## config.mk

```make
export PLATFORM = sky130hd
export DESIGN_NAME = grid_cell_binning
export DESIGN_NICKNAME = d
export VERILOG_FILES = /design/src/gcb_pkg.sv /design/src/gcb_cfg.sv /design/src/gcb_ctrl.sv /design/src/gcb_dpath.sv /design/src/grid_cell_binning.sv
export SDC_FILE = /design/constraint.sdc
export NUM_CORES = 2
export LEC_CHECK = 0
export BUFFER_PORTS_ARGS = -buffer_cell sky130_fd_sc_hd__buf_4
export CAP_MARGIN = 20
export CELL_PAD_IN_SITES_DETAIL_PLACEMENT = 1
export CELL_PAD_IN_SITES_GLOBAL_PLACEMENT = 2
export CORE_UTILIZATION = 48
export CTS_CLUSTER_SIZE = 25
export DETAILED_ROUTE_END_ITERATION = 16
export GPL_ROUTABILITY_DRIVEN = 0
export PLACE_DENSITY_LB_ADDON = 0.1
export SYNTH_ARGS = -nofsm -noshare
export SYNTH_HDL_FRONTEND = slang
export SYNTH_SLANG_ARGS = --single-unit
```

## constraint.sdc

```tcl
create_clock -name clk -period 11.85 [get_ports clk]
set_clock_uncertainty 0.1 [all_clocks]
set_input_delay 0.5925 -clock clk [delete_from_list [all_inputs] [get_ports clk]]
set_output_delay 0.5925 -clock clk [all_outputs]
set_load 0.02 [all_outputs]
```

## src/gcb_pkg.sv

```systemverilog
// Shared types, codes and helpers for the grid cell binning block.
// Used by gcb_cfg, gcb_ctrl, gcb_dpath and grid_cell_binning.
package gcb_pkg;

    localparam int DEF_MAX_CELLS      = 256;
    localparam int DEF_SLOTS_PER_CELL = 16;

    localparam int ID_W     = 10;
    localparam int POS_W    = 24;
    localparam int WIDTH_W  = 23;
    localparam int CELLS_W  = 9;
    localparam int CIDX_W   = 8;
    localparam int SLOT_W   = 4;
    localparam int STAT_W   = 2;
    localparam int WR_IDX_W = 3;
    localparam int WR_DAT_W = 24;

    localparam int DIV_STEPS  = POS_W;
    localparam int DSTEP_W    = $clog2(DIV_STEPS);
    localparam int PROD_W     = 2 * CELLS_W;
    localparam int SUM_W      = PROD_W + 1;

    localparam int S_TDATA_W = 64;
    localparam int M_TDATA_W = 16;

    typedef enum logic [STAT_W-1:0] {
        STATUS_STORED  = 2'd0,
        STATUS_OUTSIDE = 2'd1,
        STATUS_FULL    = 2'd2
    } status_t;

    typedef enum logic [WR_IDX_W-1:0] {
        REG_BOX_LEFT     = 3'd0,
        REG_BOX_TOP      = 3'd1,
        REG_CELL_WIDTH   = 3'd2,
        REG_CELLS_ACROSS = 3'd3,
        REG_CELLS_DOWN   = 3'd4
    } reg_index_t;

    typedef enum logic [3:0] {
        ST_CLEAR,
        ST_IDLE,
        ST_FCLEAR,
        ST_PREP,
        ST_DIV,
        ST_MUL,
        ST_INDEX,
        ST_UPDATE,
        ST_DONE
    } state_t;

    typedef struct packed {
        logic signed [POS_W-1:0] box_left;
        logic signed [POS_W-1:0] box_top;
        logic [WIDTH_W-1:0]      cell_width;
        logic [CELLS_W-1:0]      cells_across;
        logic [CELLS_W-1:0]      cells_down;
    } cfg_t;

    typedef struct packed {
        logic latch_in;
        logic clr_step;
        logic prep;
        logic div_step;
        logic mul;
        logic index;
        logic update;
        logic out_load;
    } cmd_t;

    typedef struct packed {
        logic clr_last;
        logic early_reject;
        logic div_last;
        logic cell_bad;
        logic out_free;
    } sts_t;

    typedef struct packed {
        logic [WIDTH_W-1:0] rem;
        logic [POS_W-1:0]   quo;
    } div_t;

    // One restoring division step: shift in the next dividend bit, subtract if it fits.
    function automatic div_t div_step(div_t cur, logic [WIDTH_W-1:0] d);
        logic [WIDTH_W:0] trial;
        div_t             nxt;
        trial   = {cur.rem, cur.quo[POS_W-1]};
        nxt.quo = {cur.quo[POS_W-2:0], 1'b0};
        if (trial >= {1'b0, d})
        begin
            nxt.rem    = WIDTH_W'(trial - {1'b0, d});
            nxt.quo[0] = 1'b1;
        end
        else
        begin
            nxt.rem = trial[WIDTH_W-1:0];
        end
        return nxt;
    endfunction

endpackage

```

## src/gcb_cfg.sv

```systemverilog
// Configuration register file for the grid cell binning block.
// Depends on gcb_pkg for the register index codes and cfg_t.
module gcb_cfg (
    input  logic                          clk,
    input  logic                          rst_n,
    input  logic                          wr_en,
    input  logic [gcb_pkg::WR_IDX_W-1:0]  wr_index,
    input  logic [gcb_pkg::WR_DAT_W-1:0]  wr_data,
    output gcb_pkg::cfg_t                 cfg
);

    gcb_pkg::cfg_t cfg_reg;
    gcb_pkg::cfg_t cfg_next;

    always_comb
    begin
        cfg_next = cfg_reg;
        if (wr_en)
        begin
            unique case (wr_index)
                gcb_pkg::REG_BOX_LEFT:     cfg_next.box_left     = wr_data;
                gcb_pkg::REG_BOX_TOP:      cfg_next.box_top      = wr_data;
                gcb_pkg::REG_CELL_WIDTH:
                    cfg_next.cell_width   = wr_data[gcb_pkg::WIDTH_W-1:0];
                gcb_pkg::REG_CELLS_ACROSS:
                    cfg_next.cells_across = wr_data[gcb_pkg::CELLS_W-1:0];
                gcb_pkg::REG_CELLS_DOWN:
                    cfg_next.cells_down   = wr_data[gcb_pkg::CELLS_W-1:0];
                default: ;  // drop writes to unknown indexes
            endcase
        end
    end

    always_ff @(posedge clk or negedge rst_n)
    begin
        if (!rst_n)
        begin
            cfg_reg.box_left     <= '0;
            cfg_reg.box_top      <= '0;
            cfg_reg.cell_width   <= gcb_pkg::WIDTH_W'(256);
            cfg_reg.cells_across <= gcb_pkg::CELLS_W'(16);
            cfg_reg.cells_down   <= gcb_pkg::CELLS_W'(16);
        end
        else
        begin
            cfg_reg <= cfg_next;
        end
    end

    assign cfg = cfg_reg;

endmodule

```

## src/gcb_ctrl.sv

```systemverilog
// Sequencer for the grid cell binning block: clear sweeps, division, lookup, update.
// Depends on gcb_pkg for state_t, cmd_t and sts_t.
module gcb_ctrl (
    input  logic           clk,
    input  logic           rst_n,
    input  logic           s_tvalid,
    input  logic           new_frame,
    output logic           s_tready,
    input  gcb_pkg::sts_t  sts,
    output gcb_pkg::cmd_t  cmd
);

    gcb_pkg::state_t state_reg;
    gcb_pkg::state_t state_next;

    always_comb
    begin
        state_next = state_reg;
        unique case (state_reg)
            gcb_pkg::ST_CLEAR:
                if (sts.clr_last) state_next = gcb_pkg::ST_IDLE;
            gcb_pkg::ST_IDLE:
                if (s_tvalid)
                    state_next = new_frame ? gcb_pkg::ST_FCLEAR : gcb_pkg::ST_PREP;
            gcb_pkg::ST_FCLEAR:
                if (sts.clr_last) state_next = gcb_pkg::ST_PREP;
            gcb_pkg::ST_PREP:
                state_next = sts.early_reject ? gcb_pkg::ST_DONE : gcb_pkg::ST_DIV;
            gcb_pkg::ST_DIV:
                if (sts.div_last) state_next = gcb_pkg::ST_MUL;
            gcb_pkg::ST_MUL:
                state_next = gcb_pkg::ST_INDEX;
            gcb_pkg::ST_INDEX:
                state_next = sts.cell_bad ? gcb_pkg::ST_DONE : gcb_pkg::ST_UPDATE;
            gcb_pkg::ST_UPDATE:
                state_next = gcb_pkg::ST_DONE;
            gcb_pkg::ST_DONE:
                if (sts.out_free) state_next = gcb_pkg::ST_IDLE;
            default:
                state_next = gcb_pkg::ST_IDLE;
        endcase
    end

    always_comb
    begin
        cmd      = '0;
        s_tready = 1'b0;
        unique case (state_reg)
            gcb_pkg::ST_CLEAR:  cmd.clr_step = 1'b1;
            gcb_pkg::ST_IDLE:
            begin
                s_tready     = 1'b1;
                cmd.latch_in = s_tvalid;
            end
            gcb_pkg::ST_FCLEAR: cmd.clr_step = 1'b1;
            gcb_pkg::ST_PREP:   cmd.prep     = 1'b1;
            gcb_pkg::ST_DIV:    cmd.div_step = 1'b1;
            gcb_pkg::ST_MUL:    cmd.mul      = 1'b1;
            gcb_pkg::ST_INDEX:  cmd.index    = 1'b1;
            gcb_pkg::ST_UPDATE: cmd.update   = 1'b1;
            gcb_pkg::ST_DONE:   cmd.out_load = sts.out_free;
            default: ;
        endcase
    end

    always_ff @(posedge clk or negedge rst_n)
    begin
        if (!rst_n)
        begin
            state_reg <= gcb_pkg::ST_CLEAR;
        end
        else
        begin
            state_reg <= state_next;
        end
    end

endmodule

```

## src/gcb_dpath.sv

```systemverilog
// Datapath for the grid cell binning block: offsets, two restoring dividers,
// cell index, count memory, member memory and output register. Depends on gcb_pkg.
module gcb_dpath #(
    parameter int MAX_CELLS      = gcb_pkg::DEF_MAX_CELLS,
    parameter int SLOTS_PER_CELL = gcb_pkg::DEF_SLOTS_PER_CELL
) (
    input  logic                            clk,
    input  logic                            rst_n,
    input  gcb_pkg::cfg_t                   cfg,
    input  gcb_pkg::cmd_t                   cmd,
    output gcb_pkg::sts_t                   sts,
    input  logic [gcb_pkg::S_TDATA_W-1:0]   s_tdata,
    output logic                            m_tvalid,
    input  logic                            m_tready,
    output logic [gcb_pkg::M_TDATA_W-1:0]   m_tdata,
    output logic [gcb_pkg::STAT_W-1:0]      m_tuser
);

    localparam int CELL_AW = (MAX_CELLS > 1) ? $clog2(MAX_CELLS) : 1;
    localparam int SLOT_AW = (SLOTS_PER_CELL > 1) ? $clog2(SLOTS_PER_CELL) : 1;
    localparam int CNT_W   = $clog2(SLOTS_PER_CELL + 1);
    localparam int DIFF_W  = gcb_pkg::POS_W + 1;

    // input fields
    logic [gcb_pkg::ID_W-1:0]         in_id;
    logic signed [gcb_pkg::POS_W-1:0] in_x;
    logic signed [gcb_pkg::POS_W-1:0] in_y;

    logic [gcb_pkg::ID_W-1:0] id_reg;
    logic signed [DIFF_W-1:0] dx_reg;
    logic signed [DIFF_W-1:0] dy_reg;

    gcb_pkg::div_t              xdiv_reg, xdiv_next;
    gcb_pkg::div_t              ydiv_reg, ydiv_next;
    logic [gcb_pkg::DSTEP_W-1:0] step_reg, step_next;

    logic                        range_bad_reg;
    logic [gcb_pkg::PROD_W-1:0]  prod_reg;
    logic [gcb_pkg::SUM_W-1:0]   sum;
    logic [CELL_AW-1:0]          cell_reg;
    logic [gcb_pkg::CIDX_W-1:0]  cidx_reg;
    logic [CNT_W-1:0]            cnt_rd_reg;
    logic                        full;

    logic [CELL_AW-1:0] clr_reg, clr_next;

    logic [gcb_pkg::CIDX_W-1:0] res_cell_reg;
    logic [gcb_pkg::SLOT_W-1:0] res_slot_reg;
    gcb_pkg::status_t           res_status_reg;

    logic                       m_tvalid_reg, m_tvalid_next;
    logic [gcb_pkg::CIDX_W-1:0] m_cell_reg;
    logic [gcb_pkg::SLOT_W-1:0] m_slot_reg;
    gcb_pkg::status_t           m_status_reg;

    logic [CNT_W-1:0]         cell_counts [MAX_CELLS];
    logic [gcb_pkg::ID_W-1:0] cell_members [MAX_CELLS][SLOTS_PER_CELL];

    assign in_id = s_tdata[gcb_pkg::ID_W-1:0];
    assign in_x  = s_tdata[gcb_pkg::ID_W +: gcb_pkg::POS_W];
    assign in_y  = s_tdata[gcb_pkg::ID_W + gcb_pkg::POS_W +: gcb_pkg::POS_W];

    assign sum  = {{(gcb_pkg::SUM_W - gcb_pkg::CELLS_W){1'b0}},
                   xdiv_reg.quo[gcb_pkg::CELLS_W-1:0]}
                + {1'b0, prod_reg};
    assign full = (cnt_rd_reg >= CNT_W'(SLOTS_PER_CELL));

    always_comb
    begin
        sts.clr_last     = (clr_reg == CELL_AW'(MAX_CELLS - 1));
        sts.early_reject = (cfg.cell_width == '0) || dx_reg[DIFF_W-1] || dy_reg[DIFF_W-1];
        sts.div_last     = (step_reg == gcb_pkg::DSTEP_W'(gcb_pkg::DIV_STEPS - 1));
        sts.cell_bad     = range_bad_reg || (sum >= gcb_pkg::SUM_W'(MAX_CELLS));
        sts.out_free     = !m_tvalid_reg || m_tready;
    end

    // divider and sweep counters
    always_comb
    begin
        xdiv_next = xdiv_reg;
        ydiv_next = ydiv_reg;
        step_next = step_reg;
        clr_next  = clr_reg;
        if (cmd.prep)
        begin
            xdiv_next.rem = '0;
            xdiv_next.quo = dx_reg[gcb_pkg::POS_W-1:0];
            ydiv_next.rem = '0;
            ydiv_next.quo = dy_reg[gcb_pkg::POS_W-1:0];
            step_next     = '0;
        end
        else if (cmd.div_step)
        begin
            xdiv_next = gcb_pkg::div_step(xdiv_reg, cfg.cell_width);
            ydiv_next = gcb_pkg::div_step(ydiv_reg, cfg.cell_width);
            step_next = step_reg + 1'b1;
        end
        if (cmd.clr_step)
            clr_next = sts.clr_last ? '0 : CELL_AW'(clr_reg + 1'b1);
        m_tvalid_next = cmd.out_load ? 1'b1 : (m_tvalid_reg && !m_tready);
    end

    always_ff @(posedge clk or negedge rst_n)
    begin
        if (!rst_n)
        begin
            step_reg     <= '0;
            clr_reg      <= '0;
            m_tvalid_reg <= 1'b0;
        end
        else
        begin
            step_reg     <= step_next;
            clr_reg      <= clr_next;
            m_tvalid_reg <= m_tvalid_next;
        end
    end

    always_ff @(posedge clk)
    begin
        xdiv_reg <= xdiv_next;
        ydiv_reg <= ydiv_next;
        if (cmd.latch_in)
        begin
            id_reg <= in_id;
            dx_reg <= DIFF_W'(in_x) - DIFF_W'(cfg.box_left);
            dy_reg <= DIFF_W'(cfg.box_top) - DIFF_W'(in_y);
        end
        if (cmd.mul)
        begin
            range_bad_reg <=
                (xdiv_reg.quo >= gcb_pkg::POS_W'(cfg.cells_across)) ||
                (ydiv_reg.quo >= gcb_pkg::POS_W'(cfg.cells_down));
            prod_reg <= gcb_pkg::CELLS_W'(ydiv_reg.quo) * cfg.cells_across;
        end
        if (cmd.index)
        begin
            cell_reg <= sum[CELL_AW-1:0];
            cidx_reg <= sum[gcb_pkg::CIDX_W-1:0];
        end
        // rejected unless a later step finds the cell
        if (cmd.prep)
        begin
            res_cell_reg   <= '0;
            res_slot_reg   <= '0;
            res_status_reg <= gcb_pkg::STATUS_OUTSIDE;
        end
        else if (cmd.update)
        begin
            if (full)
            begin
                res_status_reg <= gcb_pkg::STATUS_FULL;
            end
            else
            begin
                res_cell_reg   <= cidx_reg;
                res_slot_reg   <= gcb_pkg::SLOT_W'(cnt_rd_reg);
                res_status_reg <= gcb_pkg::STATUS_STORED;
            end
        end
        if (cmd.out_load)
        begin
            m_cell_reg   <= res_cell_reg;
            m_slot_reg   <= res_slot_reg;
            m_status_reg <= res_status_reg;
        end
    end

    // count memory: one write port, one registered read port
    always_ff @(posedge clk)
    begin
        if (cmd.clr_step)
            cell_counts[clr_reg] <= '0;
        else if (cmd.update && !full)
            cell_counts[cell_reg] <= CNT_W'(cnt_rd_reg + 1'b1);
        if (cmd.index)
            cnt_rd_reg <= cell_counts[sum[CELL_AW-1:0]];
    end

    // member memory: write only
    always_ff @(posedge clk)
    begin
        if (cmd.update && !full)
            cell_members[cell_reg][cnt_rd_reg[SLOT_AW-1:0]] <= id_reg;
    end

    assign m_tvalid = m_tvalid_reg;
    assign m_tdata  = {{(gcb_pkg::M_TDATA_W - gcb_pkg::CIDX_W - gcb_pkg::SLOT_W){1'b0}},
                       m_slot_reg, m_cell_reg};
    assign m_tuser  = m_status_reg;

endmodule

```

## src/grid_cell_binning.sv

```systemverilog
// Top level of the grid cell binning block: uniform grid spatial hash.
// Depends on gcb_pkg, gcb_cfg, gcb_ctrl and gcb_dpath.
//
// Each input word bins one particle into a uniform grid laid over a box whose
// upper-left corner is (box_left, box_top); rows grow downward. One result word
// comes back per input word: cell index, slot written, and a status (stored,
// outside the box, cell full). One item at a time: an accepted word goes through
// accept, setup, 24 steps of the two restoring dividers by cell_width running
// side by side, the row times cells_across product, index and count read, count
// update and output load before the next accept. A word rejected at setup skips
// the divide; one that lands outside the grid after the divide skips the update.
// A word with new_frame set first sweeps the count memory, one cell a cycle.
// After reset the same clearing pass runs with s_tready low; configuration
// writes are taken at any time. A finished result waits in the output register
// while the next word is accepted.
module grid_cell_binning #(
    parameter int MAX_CELLS      = gcb_pkg::DEF_MAX_CELLS,
    parameter int SLOTS_PER_CELL = gcb_pkg::DEF_SLOTS_PER_CELL
) (
    input  logic                           clk,
    input  logic                           rst_n,
    input  logic                           s_tvalid,
    output logic                           s_tready,
    // [9:0] particle_id, [33:10] pos_x, [57:34] pos_y, [63:58] zero
    input  logic [gcb_pkg::S_TDATA_W-1:0]  s_tdata,
    // [0] new_frame
    input  logic [0:0]                     s_tuser,
    output logic                           m_tvalid,
    input  logic                           m_tready,
    // [7:0] cell_index, [11:8] slot, [15:12] zero
    output logic [gcb_pkg::M_TDATA_W-1:0]  m_tdata,
    // [1:0] status
    output logic [gcb_pkg::STAT_W-1:0]     m_tuser,
    input  logic                           wr_en,
    input  logic [gcb_pkg::WR_IDX_W-1:0]   wr_index,
    input  logic [gcb_pkg::WR_DAT_W-1:0]   wr_data
);

    gcb_pkg::cfg_t cfg;
    gcb_pkg::cmd_t cmd;
    gcb_pkg::sts_t sts;

    gcb_cfg u_cfg (
        .clk      (clk),
        .rst_n    (rst_n),
        .wr_en    (wr_en),
        .wr_index (wr_index),
        .wr_data  (wr_data),
        .cfg      (cfg)
    );

    gcb_ctrl u_ctrl (
        .clk       (clk),
        .rst_n     (rst_n),
        .s_tvalid  (s_tvalid),
        .new_frame (s_tuser[0]),
        .s_tready  (s_tready),
        .sts       (sts),
        .cmd       (cmd)
    );

    gcb_dpath #(
        .MAX_CELLS      (MAX_CELLS),
        .SLOTS_PER_CELL (SLOTS_PER_CELL)
    ) u_dpath (
        .clk      (clk),
        .rst_n    (rst_n),
        .cfg      (cfg),
        .cmd      (cmd),
        .sts      (sts),
        .s_tdata  (s_tdata),
        .m_tvalid (m_tvalid),
        .m_tready (m_tready),
        .m_tdata  (m_tdata),
        .m_tuser  (m_tuser)
    );

endmodule

```

==> impl_metrics.json <==
{
  "vias_in_the_first_global_route": 39280,
  "worst_setup_path_endpoint": "u_dpath.cnt_rd_reg[0]",
  "global_route.usage.met2_pct": 38.88,
  "status": "finished with violations",
  "final_layout_size_suffix_gt1_share_pct": 19.63,
  "pwr_density_cell_mw_per_mm2": 155.4,
  "post_synth_mux_area_share_pct": 14.87,
  "ctsLongestPathBuffers": 3,
  "grt_util_all_layers_pct": 24.15,
  "cp_cell_sequence": "ha_4, fa_4, buf_12, mux4_2, mux4_2, mux4_2, mux4_2",
  "path_max_fanout": 159,
  "timing.hold.ws_ns": 0.07131,
  "detailroute.via_count": 37300,
  "fmax_mhz": 184.9,
  "final-setup-viol-count": 0,
  "total_power_uw": 12120,
  "critical_path.reg2reg.startpoint": "u_dpath.xdiv_reg[0]",
  "timing_max_transition_violations_final": 0,
  "dominantRegCellSynth": "sky130_fd_sc_hd__edfxtp_1",
  "yosys.cell_count.top_type": "sky130_fd_sc_hd__edfxtp_1",
  "num-nets-final": 4691,
  "drv.max_cap_violation_count": 0,
  "netlist.top_cell.by_area": "sky130_fd_sc_hd__edfxtp_1",
  "p_leak_uw": 0.02351,
  "route.detailed.wl_per_inst_um": 27.25,
  "synth_cell_types": 78,
  "placed_cells_incl_taps": 6083,
  "combinational_family_with_the_most_area_after_synthesis": "multiplexers",
  "yosys-top-cells-area": "sky130_fd_sc_hd__edfxtp_1, sky130_fd_sc_hd__mux4_2, sky130_fd_sc_hd__dfrtp_1",
  "route.antenna.remaining_nets": 0,
  "rr_worst_depth": 7,
  "finish.utilization_pct": 54.30,
  "portBuffers": 96,
  "initial_standard_cell_utilization_of_the_core_pct": 48.44,
  "netlist_top_cells_count": "sky130_fd_sc_hd__edfxtp_1, sky130_fd_sc_hd__mux4_2, sky130_fd_sc_hd__nand2_1",
  "clk_latency_ns": 0.78,
  "compound_gate_portion_of_the_synthesized_area_pct": 3.946,
  "crit_path_max_incr_delay_ns": 1.33,
  "path_buf_inv": 1,
  "critPathCaptureType": "flip-flop",
  "wire_length_of_the_first_global_routing_pass_um": 260400,
  "detailedPlacementHpwl_um": 109600,
  "grt_setup_unrepaired": "no",
  "timing.critical_path.mode_cell": "sky130_fd_sc_hd__mux4_2",
  "cts_h_tree_depth": 4,
  "antenna_violations_before_repair": 7,
  "largest_reg_flops": 1280,
  "synthDominantCellAreaShare_pct": 61.44,
  "routed_wirelength_um": 174600,
  "syn-mean-instance-area_um2": 16.50,
  "floorplan.die.height_um": 382.8,
  "floorplan.core_area_mm2": 0.1437,
  "io_pins": 117,
  "slowest_stage_cell_on_the_critical_path": "sky130_fd_sc_hd__fa_4",
  "die_x_um": 382.8,
  "syn-cell-area_mm2": 0.06959,
  "clk_root_buffer_cell": "sky130_fd_sc_hd__clkbuf_16",
  "criticalPathCategory": "flip-flop to flip-flop",
  "post_cts_resized": 0,
  "grt-ovfl-total": 0,
  "worstReg2RegEnd": "u_dpath.cnt_rd_reg[0]",
  "critical_path_arrival_ns": 5.82,
  "maximum_ir_drop_on_the_vdd_rail_mv": 0.1317,
  "globalRouteMet3Util_pct": 3.426,
  "cts.clk_slew.worst_paths_ns": 0.06,
  "synth_fa_ha_area_share_pct": 4.513,
  "drc": 4,
  "synth-async-reset-ratio_pct": 6.725,
  "yosys_register_bits": 1591,
  "die_area_mm2": 0.1465,
  "initialDrtViolationCount": 2965,
  "violations_in_the_final_reports": "DRC",
  "final_cell_count_no_fill": 6409,
  "gr-max-usage-layer": "met2",
  "yosysSeqAreaShare_pct": 67.02,
  "regToRegSetupSlack_ns": 6.44,
  "timing.critical_path.max_delay_family": "multiplexers",
  "cts_buffers": 166,
  "ys_warn_count": 0,
  "period_share_pct": 45.65,
  "number_of_endpoints_with_negative_hold_slack_in_the_final_report": 0,
  "grt_max_degree": 257,
  "synthToLayoutAreaGrowth_pct": 12.09,
  "syn_inst": 4218,
  "clock_tree_from_tritoncts": "done",
  "total_neg_setup_slack_ns": 0,
  "hp-class": "primary input to flip-flop",
  "drt_pass1_iterations": 11,
  "clkSinkCount": 1591,
  "worst-path-stages": 7,
  "synthSimpleGateAreaFrac_pct": 6.151,
  "critical_path.startpoint_type": "flip-flop",
  "worst_pin_slew_ns": 1.175,
  "viasPerCell": 5.820,
  "parity_gate_share_of_the_synthesized_area_counting_xor_and_xnor_cells_pct": 1.296,
  "timing.critical_path.required_ns": 12.26,
  "std_cell_rows": 139,
  "final.min_clock_period_ns": 5.409,
  "remaining_max_slew_budget_at_the_tightest_pin_pct": 21.64,
  "global_route.usage.met1_pct": 35.11,
  "synth_edf_count": 1424,
  "crit_path_start": "u_dpath.xdiv_reg[0]"
}
where the power goes:
part	leakage (uW)	total, uW	internal, uW	switching, uW
Clock	0.00246	4950	2760	2190
Combinational	0.00901	979	424	556
Sequential	0.0120	6190	6140	53.3
worst min-delay path by stage:
stage,start,cells after the start,end
global route,wr_data[5],2,u_cfg.cfg[46]
global placement,u_dpath.res_status_reg[1],0,u_dpath.m_tuser[1]
floorplan,rst_n,0,u_cfg.cfg[0]
finish,wr_data[5],3,u_cfg.cfg[70]
detailed placement,u_dpath.res_slot_reg[2],0,u_dpath.m_slot_reg[2]
CTS,wr_data[5],3,u_cfg.cfg[70]
per-layer routing:
layer	up-vias	wire length (um)
li1	16550	-
met1	19700	78160
met2	843	84740
met3	209	8512
met4	0	3209
met5	-	0
cell usage in the layout (no fill, tap or decap), types with 71 or more instances in the layout:
cell                        count
sky130_fd_sc_hd__o21ai_0      128
sky130_fd_sc_hd__nand2_1      387
sky130_fd_sc_hd__a21oi_1       91
sky130_fd_sc_hd__xnor2_1       71
sky130_fd_sc_hd__nor2_1       346
sky130_fd_sc_hd__clkbuf_16    168
sky130_fd_sc_hd__edfxtp_1    1424
sky130_fd_sc_hd__mux4_2       425
sky130_fd_sc_hd__inv_1        192
sky130_fd_sc_hd__ha_1         162
sky130_fd_sc_hd__dfrtp_1      104
sky130_fd_sc_hd__buf_4        146
kinds of logic after synthesis:
family,count (synthesis)
buf+inv,388
xor+xnor,103
simple gates,988
compound gates,431
other cells,1
mux,498
fa+ha+maj,218
flops,1591
per-stage QoR:
stage | setup slack, ns | instance area, um^2
2_1_floorplan | 2.793 | 69600
3_3_place_gp | 6.366 | 72570
3_5_place_dp | 6.334 | 72580
4_1_cts | 6.313 | 77920
5_1_grt | 6.119 | 78000
6_report | 6.441 | 78000
timing repair:
| item | 4_1_cts | 5_1_grt |
|---|---|---|
| buffers inserted | 0 | 0 |
| endpoints found under the hold margin | 98 | 0 |
| setup endpoints to repair | 0 | 0 |
| hold buffers | 24 | 0 |
tightest hold or removal path: stages:
cell and delay (ns):
sky130_fd_sc_hd__buf_4 0.18, sky130_fd_sc_hd__nand2_1 0.06, sky130_fd_sc_hd__o21ai_0 0.08
area by class of cell:
| type | instances | area [um^2] |
|---|---|---|
| fill | 13270 | 65650 |
| clock buffer | 213 | 4433 |
| antenna | 2 | 5.005 |
| sequential | 1591 | 46640 |
| timing repair buffer | 181 | 1559 |
| inverter | 194 | 728.2 |
| multi-input combinational | 2242 | 21590 |
| tap | 1903 | 2381 |
| clock inverter | 83 | 665.6 |
Note: power is estimated with default switching activity, not from simulation.
